<file path="src/rtl/ptq_pkg.sv">
package ptq_pkg;

  localparam int PRIO_W  = 8;
  localparam int IDENT_W = 48;
  localparam int COUNT_W = 32;

  localparam logic [1:0] OP_SUBMIT = 2'd0;
  localparam logic [1:0] OP_TAKE   = 2'd1;
  localparam logic [1:0] OP_FINISH = 2'd2;

  localparam logic [1:0] ST_OK    = 2'd0;
  localparam logic [1:0] ST_FULL  = 2'd1;
  localparam logic [1:0] ST_EMPTY = 2'd2;

  typedef enum logic [1:0] {
    CMD_HOLD,
    CMD_INSERT,
    CMD_REMOVE
  } cell_cmd_t;

  typedef struct packed {
    logic               valid;
    logic [PRIO_W-1:0]  prio;
    logic [IDENT_W-1:0] ident;
  } entry_t;

  typedef struct packed {
    logic full;
    logic empty;
  } chain_stat_t;

endpackage

</file>
<file path="src/rtl/ptq_if.sv">
interface ptq_req_if;
  logic                      valid;
  logic                      ready;
  logic [1:0]                opcode;
  logic [ptq_pkg::PRIO_W-1:0] task_priority;
  logic                      finish_failed;

  modport source (output valid, output opcode, output task_priority, output finish_failed,
                  input ready);
  modport sink (input valid, input opcode, input task_priority, input finish_failed,
                output ready);
endinterface

interface ptq_rsp_if;
  logic                        valid;
  logic                        ready;
  logic [1:0]                  status;
  logic [ptq_pkg::IDENT_W-1:0] task_id;
  logic [ptq_pkg::PRIO_W-1:0]  taken_priority;
  logic [ptq_pkg::COUNT_W-1:0] submitted_count;
  logic [ptq_pkg::COUNT_W-1:0] completed_count;
  logic [ptq_pkg::COUNT_W-1:0] failed_count;

  modport source (output valid, output status, output task_id, output taken_priority,
                  output submitted_count, output completed_count, output failed_count,
                  input ready);
  modport sink (input valid, input status, input task_id, input taken_priority,
                input submitted_count, input completed_count, input failed_count,
                output ready);
endinterface

</file>
<file path="src/rtl/ptq_cell.sv">
module ptq_cell (
  input  logic                       clk,
  input  logic                       rst,
  input  ptq_pkg::cell_cmd_t         cmd,
  input  ptq_pkg::entry_t            new_entry,
  input  ptq_pkg::entry_t            left,
  input  logic                       left_ins,
  input  ptq_pkg::entry_t            right,
  output logic                       ins,
  output ptq_pkg::entry_t            q
);
  import ptq_pkg::*;

  entry_t q_next;

  assign ins = !q.valid || (new_entry.prio >= q.prio);

  always_comb begin
    q_next = q;
    unique case (cmd)
      CMD_INSERT: begin
        if (ins) begin
          q_next = left_ins ? left : new_entry;
        end
      end
      CMD_REMOVE: q_next = right;
      default:    q_next = q;
    endcase
  end

  always_ff @(posedge clk) begin
    if (rst) begin
      q.valid <= 1'b0;
    end else begin
      q.valid <= q_next.valid;
    end
    q.prio  <= q_next.prio;
    q.ident <= q_next.ident;
  end

endmodule

</file>
<file path="src/rtl/ptq_chain.sv">
module ptq_chain #(
  parameter int QUEUE_DEPTH = 16
) (
  input  logic                  clk,
  input  logic                  rst,
  input  ptq_pkg::cell_cmd_t    cmd,
  input  ptq_pkg::entry_t       new_entry,
  output ptq_pkg::entry_t       head,
  output ptq_pkg::chain_stat_t  stat
);
  import ptq_pkg::*;

  entry_t q   [QUEUE_DEPTH];
  logic   ins [QUEUE_DEPTH];

  for (genvar i = 0; i < QUEUE_DEPTH; i++) begin : g_cell
    entry_t left;
    entry_t right;
    logic   left_ins;

    if (i == 0) begin : g_first
      assign left     = '0;
      assign left_ins = 1'b0;
    end else begin : g_mid
      assign left     = q[i-1];
      assign left_ins = ins[i-1];
    end

    if (i == QUEUE_DEPTH - 1) begin : g_last
      assign right = '0;
    end else begin : g_inner
      assign right = q[i+1];
    end

    ptq_cell u_cell (
      .clk       (clk),
      .rst       (rst),
      .cmd       (cmd),
      .new_entry (new_entry),
      .left      (left),
      .left_ins  (left_ins),
      .right     (right),
      .ins       (ins[i]),
      .q         (q[i])
    );
  end

  assign head       = q[0];
  assign stat.full  = q[QUEUE_DEPTH-1].valid;
  assign stat.empty = !q[0].valid;

  for (genvar i = 1; i < QUEUE_DEPTH; i++) begin : g_chk
    a_prefix: assert property (@(posedge clk) disable iff (rst)
      q[i].valid |-> q[i-1].valid)
      else $error("valid entries not contiguous");
    a_sorted: assert property (@(posedge clk) disable iff (rst)
      q[i].valid |-> (q[i-1].prio >= q[i].prio))
      else $error("chain out of priority order");
  end

endmodule

</file>
<file path="src/rtl/priority_task_queue.sv">
// A result is registered in the cycle after its item is accepted.
// Throughput: one item per cycle while results are taken; an unread result
// holds off the next item.
// Reset clears every cell's valid bit, all counters and sets the next
// identifier to one; no clearing pass is needed.
module priority_task_queue #(
  parameter int QUEUE_DEPTH = 16
) (
  input  logic           clk,
  input  logic           rst,
  ptq_req_if.sink        req,
  ptq_rsp_if.source      rsp
);
  import ptq_pkg::*;

  cell_cmd_t           cmd;
  entry_t              new_entry;
  entry_t              head;
  chain_stat_t         stat;
  logic                accept;

  logic [IDENT_W-1:0]  next_ident;
  logic [IDENT_W-1:0]  next_ident_next;
  logic [COUNT_W-1:0]  submitted_total;
  logic [COUNT_W-1:0]  submitted_total_next;
  logic [COUNT_W-1:0]  completed_total;
  logic [COUNT_W-1:0]  completed_total_next;
  logic [COUNT_W-1:0]  failed_total;
  logic [COUNT_W-1:0]  failed_total_next;
  logic [1:0]          status_next;
  logic [IDENT_W-1:0]  id_next;
  logic [PRIO_W-1:0]   tprio_next;

  assign req.ready = !rsp.valid || rsp.ready;
  assign accept    = req.valid && req.ready;

  assign new_entry.valid = 1'b1;
  assign new_entry.prio  = req.task_priority;
  assign new_entry.ident = next_ident;

  always_comb begin
    cmd                  = CMD_HOLD;
    status_next          = ST_OK;
    id_next              = '0;
    tprio_next           = '0;
    next_ident_next      = next_ident;
    submitted_total_next = submitted_total;
    completed_total_next = completed_total;
    failed_total_next    = failed_total;
    if (accept) begin
      unique case (req.opcode)
        OP_SUBMIT: begin
          if (stat.full) begin
            status_next = ST_FULL;
          end else begin
            cmd             = CMD_INSERT;
            id_next         = next_ident;
            next_ident_next = (&next_ident) ? next_ident : next_ident + IDENT_W'(1);
            submitted_total_next = (&submitted_total) ? submitted_total
                                                      : submitted_total + COUNT_W'(1);
          end
        end
        OP_TAKE: begin
          if (stat.empty) begin
            status_next = ST_EMPTY;
          end else begin
            cmd        = CMD_REMOVE;
            id_next    = head.ident;
            tprio_next = head.prio;
          end
        end
        OP_FINISH: begin
          if (req.finish_failed) begin
            failed_total_next = (&failed_total) ? failed_total
                                                : failed_total + COUNT_W'(1);
          end else begin
            completed_total_next = (&completed_total) ? completed_total
                                                      : completed_total + COUNT_W'(1);
          end
        end
        default: cmd = CMD_HOLD;
      endcase
    end
  end

  ptq_chain #(
    .QUEUE_DEPTH (QUEUE_DEPTH)
  ) u_chain (
    .clk       (clk),
    .rst       (rst),
    .cmd       (cmd),
    .new_entry (new_entry),
    .head      (head),
    .stat      (stat)
  );

  always_ff @(posedge clk) begin
    if (rst) begin
      next_ident      <= IDENT_W'(1);
      submitted_total <= '0;
      completed_total <= '0;
      failed_total    <= '0;
      rsp.valid       <= 1'b0;
    end else begin
      next_ident      <= next_ident_next;
      submitted_total <= submitted_total_next;
      completed_total <= completed_total_next;
      failed_total    <= failed_total_next;
      if (accept) begin
        rsp.valid <= 1'b1;
      end else if (rsp.ready) begin
        rsp.valid <= 1'b0;
      end
    end
  end

  always_ff @(posedge clk) begin
    if (accept) begin
      rsp.status          <= status_next;
      rsp.task_id         <= id_next;
      rsp.taken_priority  <= tprio_next;
      rsp.submitted_count <= submitted_total_next;
      rsp.completed_count <= completed_total_next;
      rsp.failed_count    <= failed_total_next;
    end
  end

  a_not_full_and_empty: assert property (@(posedge clk) disable iff (rst)
    !(stat.full && stat.empty))
    else $error("queue both full and empty");

  a_submit_id: assert property (@(posedge clk) disable iff (rst)
    (accept && req.opcode == OP_SUBMIT && !stat.full)
      |=> (rsp.valid && rsp.status == ST_OK && rsp.task_id != '0))
    else $error("accepted submit without identifier");

  a_take_empty: assert property (@(posedge clk) disable iff (rst)
    (accept && req.opcode == OP_TAKE && stat.empty)
      |=> (rsp.status == ST_EMPTY && rsp.task_id == '0 && rsp.taken_priority == '0))
    else $error("take from empty queue returned an entry");

  a_ident_nonzero: assert property (@(posedge clk) disable iff (rst)
    next_ident != '0)
    else $error("identifier counter wrapped");

endmodule

</file>
<file path="src/flat_wrapper.sv">
// flat-port wrapper written by rule: the top's interface ports become plain ports
module priority_task_queue_flat import ptq_pkg::*;
#(
  parameter int QUEUE_DEPTH = 16
)
  (clk, rst, req_valid, req_opcode, req_task_priority, req_finish_failed, req_ready, rsp_valid, rsp_status, rsp_task_id, rsp_taken_priority, rsp_submitted_count, rsp_completed_count, rsp_failed_count, rsp_ready);
  ptq_req_if req_i ();
  ptq_rsp_if rsp_i ();
  input  logic clk;
  input  logic rst;
  input wire logic [$bits(req_i.valid)-1:0] req_valid;
  input wire logic [$bits(req_i.opcode)-1:0] req_opcode;
  input wire logic [$bits(req_i.task_priority)-1:0] req_task_priority;
  input wire logic [$bits(req_i.finish_failed)-1:0] req_finish_failed;
  output wire logic [$bits(req_i.ready)-1:0] req_ready;
  output wire logic [$bits(rsp_i.valid)-1:0] rsp_valid;
  output wire logic [$bits(rsp_i.status)-1:0] rsp_status;
  output wire logic [$bits(rsp_i.task_id)-1:0] rsp_task_id;
  output wire logic [$bits(rsp_i.taken_priority)-1:0] rsp_taken_priority;
  output wire logic [$bits(rsp_i.submitted_count)-1:0] rsp_submitted_count;
  output wire logic [$bits(rsp_i.completed_count)-1:0] rsp_completed_count;
  output wire logic [$bits(rsp_i.failed_count)-1:0] rsp_failed_count;
  input wire logic [$bits(rsp_i.ready)-1:0] rsp_ready;
  assign req_i.valid = req_valid;
  assign req_i.opcode = req_opcode;
  assign req_i.task_priority = req_task_priority;
  assign req_i.finish_failed = req_finish_failed;
  assign req_ready = req_i.ready;
  assign rsp_valid = rsp_i.valid;
  assign rsp_status = rsp_i.status;
  assign rsp_task_id = rsp_i.task_id;
  assign rsp_taken_priority = rsp_i.taken_priority;
  assign rsp_submitted_count = rsp_i.submitted_count;
  assign rsp_completed_count = rsp_i.completed_count;
  assign rsp_failed_count = rsp_i.failed_count;
  assign rsp_i.ready = rsp_ready;
  priority_task_queue #(.QUEUE_DEPTH(QUEUE_DEPTH)) u_core (.clk(clk), .rst(rst), .req(req_i), .rsp(rsp_i));
endmodule
</file>
<file path="config.mk">
export PLATFORM = sky130hd
export DESIGN_NAME = priority_task_queue_flat
export DESIGN_NICKNAME = d
export VERILOG_FILES = /design/src/rtl/ptq_pkg.sv /design/src/rtl/ptq_if.sv /design/src/rtl/ptq_cell.sv /design/src/rtl/ptq_chain.sv /design/src/rtl/priority_task_queue.sv /design/src/flat_wrapper.sv
export SDC_FILE = /design/constraint.sdc
export NUM_CORES = 2
export LEC_CHECK = 0
export BUFFER_PORTS_ARGS = -buffer_cell sky130_fd_sc_hd__buf_2
export CAP_MARGIN = 20
export CORE_MARGIN = 2
export CORE_UTILIZATION = 55
export CTS_CLUSTER_DIAMETER = 120
export DETAILED_ROUTE_END_ITERATION = 6
export PLACE_DENSITY = 0.75
export SYNTH_ARGS = -nofsm -noshare
export SYNTH_HDL_FRONTEND = slang
export SYNTH_SLANG_ARGS = --single-unit
</file>
<file path="constraint.sdc">
create_clock -name clk -period 30.7 [get_ports clk]
set_input_delay 6.14 -clock clk [delete_from_list [all_inputs] [get_ports clk]]
set_output_delay 6.14 -clock clk [all_outputs]
set_load 0.005 [all_outputs]
</file>
==> metrics.cfg <==
[run_status]
outcome=complete, no violations

[worst_setup_path]
cpPeakStageDelay_ns=0.79
reg2reg_depth=9
startpoint=rsp_ready
end_kind=primary output
rrSetupSlack_ns=25.19
cp.arrival_ns=7.49
crit_top_cell=buf_2
crit_fanout=8
rr_endpoint=u_core.u_chain.g_cell[8].u_cell.q[42]$_DFFE_PP_
critPathKind=in2out
slowest_stage=nor2b_1
required_ns=24.56
crit_chain=buf_2 -> nor2b_1 -> inv_2 -> buf_2
cp-start-kind=primary input
r2r-start=u_core.rsp.valid$_SDFFE_PP0P_

[cells_and_area]
final_layout_size_suffix_gt1_share_pct=8.97
utilization_pct=61.3
n_fill_cell=8616
layout_common_cells=nand2_1, edfxtp_1, mux2i_1
layout.nets=5614
multi_input_area_sq_mm=0.0242
area_delta_synth_final_pct=10.2
seq_area_sq_mm=0.0348
final_common_cell=nand2_1

[logic_synthesis]
synthSimpleGateAreaFrac_pct=11.9
synth_nets=5685
synth_edf_count=1050
netlist_area_sq_mm=0.0608
synthAdderAreaFrac_pct=2.55
ys_seq_area_share_pct=57.1
synth-compound-area-share_pct=9.77
synthXorXnorAreaFrac_pct=1.58
synthesis.instances=5546
async_flop_share_pct=0
synthFlopType=edfxtp_1
synth_top_family_by_area=multiplexers
synth_seq_cells=1211
synth_cell_types=59
avgSynthCellArea_sq_um=11.0
synthMuxAreaShare_pct=13.3
yosysWarnings=0

[timing]
worst_slew_pin_slew_ns=1.23
setup_viol=0
fin_crit_ns=13.63
finalCritPeriodShare_pct=44.4
max_freq_mhz=73.4
finalClockSkew_ns=0.0303
setup-tns-final_ns=0
finalHoldViolCount=0
finalMaxSlewViolations=0
slew_headroom_pct=17.9
rsz0062_at_grt=no

[detailed_routing]
remaining_drc_errors=0
post_drt_wl_per_cell_um=22.4
drt_pass1_iterations=6
viasPerCell=6.10
antenna_left=0
drt_iter0_markers=5221
dr_total_vias=43000
routed_wl_mm=158

[clock_network]
clkTransAtPathRegs_ns=0.06
cts.path.max_buffers=3
cts_buffers=130
htreeDepth=4
worstSkewPairLatency_ns=0.76
ctsHoldBuffers=0
post_cts_resized=0
cts_tree=done
root_buffer=clkbuf_16
cts_sinks=1211
cts_setup_buffers=0

[place]
routabilityCongestion=0.847
hpwlAfterDp_mm=87.8
portBuffers=170

[grt]
antenna_found_initial=2
grt_pass1_vias=40500
grt_usage_pct=27.4
grt_pass1_wl_mm=240
grt_overflow=0
grt_max_degree=292

[floorplanning]
die-area_sq_mm=0.113
row_count=121
start_util_pct=55.6
coreArea_sq_mm=0.109
dieWidth_um=337
die_height_um=337
ioPinCount=171

[power_and_ir_drop]
p_leak_nw=22.1
irDropWorstVdd_uv=57.5
powerDensity_mw_per_mm2=53.5

[hold_path]
min_from=u_core.u_chain.g_cell[15].u_cell.q[53]$_SDFFCE_PP0P_
hold_path.class=reg2reg
hold_depth=2
holdPathEnd=u_core.u_chain.g_cell[14].u_cell.q[53]$_DFFE_PP_

[run]
maxCapViolations=0

report_power, final:
group          total [mW]  internal (mW)  switching, mW
clock                1.57          0.903          0.667
sequential           1.86           1.84         0.0239
combinational       0.155         0.0461          0.109
worst max-delay path: cells and delay by family:
family / cells / cell delay (ns)
and+or+nand+nor: 1 / 0.79
buffers and inverters: 3 / 0.56
layer usage:
metal	share of wire [%]	GRT usage (%)	vias up
li1	-	-	19800
met1	42	38.0	20900
met4	3.2	9.87	2
met5	0.014	0	-
met2	46	43.8	1997
met3	8.5	4.53	321
cell type report:
cell class                 instances  area share (%)
timing repair buffer             242            2.19
sequential                      1211            51.8
clock inverter                    64           0.818
multi-input combinational       3760            36.2
inverter                         130           0.728
tap                             1476            2.75
antenna                            1         0.00373
clock buffer                     177            5.49
logic make-up (layout without fill, tap and decap cells):
logic type | count (synthesis) | count (layout)
AO/OA/AOI/OAI | 1088 | 1088
XOR/XNOR | 110 | 110
adder cells (fa/ha/maj) | 124 | 124
buffers and inverters | 575 | 613
flip-flops | 1211 | 1211
multiplexers | 804 | 804
other | 0 | 1
AND/OR/NAND/NOR | 1634 | 1634
flip-flops by register name (all words and copies together), names as in the netlist, 8 cells and up:
register and cells:
u_core.failed_total 32, u_core.submitted_total 32, u_core.rsp.task_id 48, u_core.u_chain.g_cell.u_cell.q 912, u_core.completed_total 32, u_core.rsp.completed_count 32, u_core.next_ident 48, u_core.rsp.taken_priority 8
u_core.rsp.failed_count 32, u_core.rsp.submitted_count 32
cell usage after synthesis (18+ instances only):
| master | count | area, sq um |
|---|---|---|
| and4_1 | 18 | 158 |
| and2_1 | 111 | 694 |
| nor3_1 | 44 | 220 |
| buf_2 | 111 | 556 |
| nand2b_1 | 20 | 125 |
| edfxtp_1 | 1050 | 31500 |
| nand4_1 | 36 | 225 |
| inv_1 | 129 | 484 |
| a22o_1 | 43 | 377 |
| nor4_1 | 18 | 113 |
| nor2_1 | 119 | 447 |
| clkbuf_1 | 298 | 1120 |
| ha_1 | 124 | 1550 |
| mux2i_1 | 786 | 7870 |
| or3_1 | 22 | 138 |
| dfxtp_1 | 161 | 3220 |
| xnor2_1 | 55 | 482 |
| buf_1 | 35 | 131 |
| xor2_1 | 55 | 482 |
| a21o_1 | 20 | 150 |
| and3_1 | 25 | 156 |
| nand3_1 | 64 | 320 |
| a21oi_1 | 143 | 716 |
| nand2_1 | 1092 | 4100 |
| o21ai_0 | 787 | 3940 |
stage by stage:
stage / total power, mW / setup slack (ns) / cells / area (sq um) / hold WS (ns)
2_1_floorplan: 1.98 / 12.97 / 5546 / 60800 / 0.488
3_3_place_gp: 2.04 / 17.18 / 6816 / 62700 / 0.498
3_5_place_dp: 2.05 / 17.13 / 6816 / 62700 / 0.508
4_1_cts: 3.60 / 17.12 / 7057 / 67000 / 0.521
5_1_grt: 3.68 / 17.06 / 7060 / 67000 / 0.553
6_report: 3.59 / 17.07 / 7061 / 67000 / 0.519
how the worst max path moves through the flow:
stage | endpoint | cells after the start
final | req_ready | 4
after global routing | req_ready | 4
after CTS | req_ready | 4
after detailed placement | req_ready | 4
after global placement | req_ready | 4
after floorplan | u_core.u_chain.g_cell[2].u_cell.q[56]$_SDFFE_PP0P_ | 6
No activity file was read; power rests on OpenSTA's default activity.
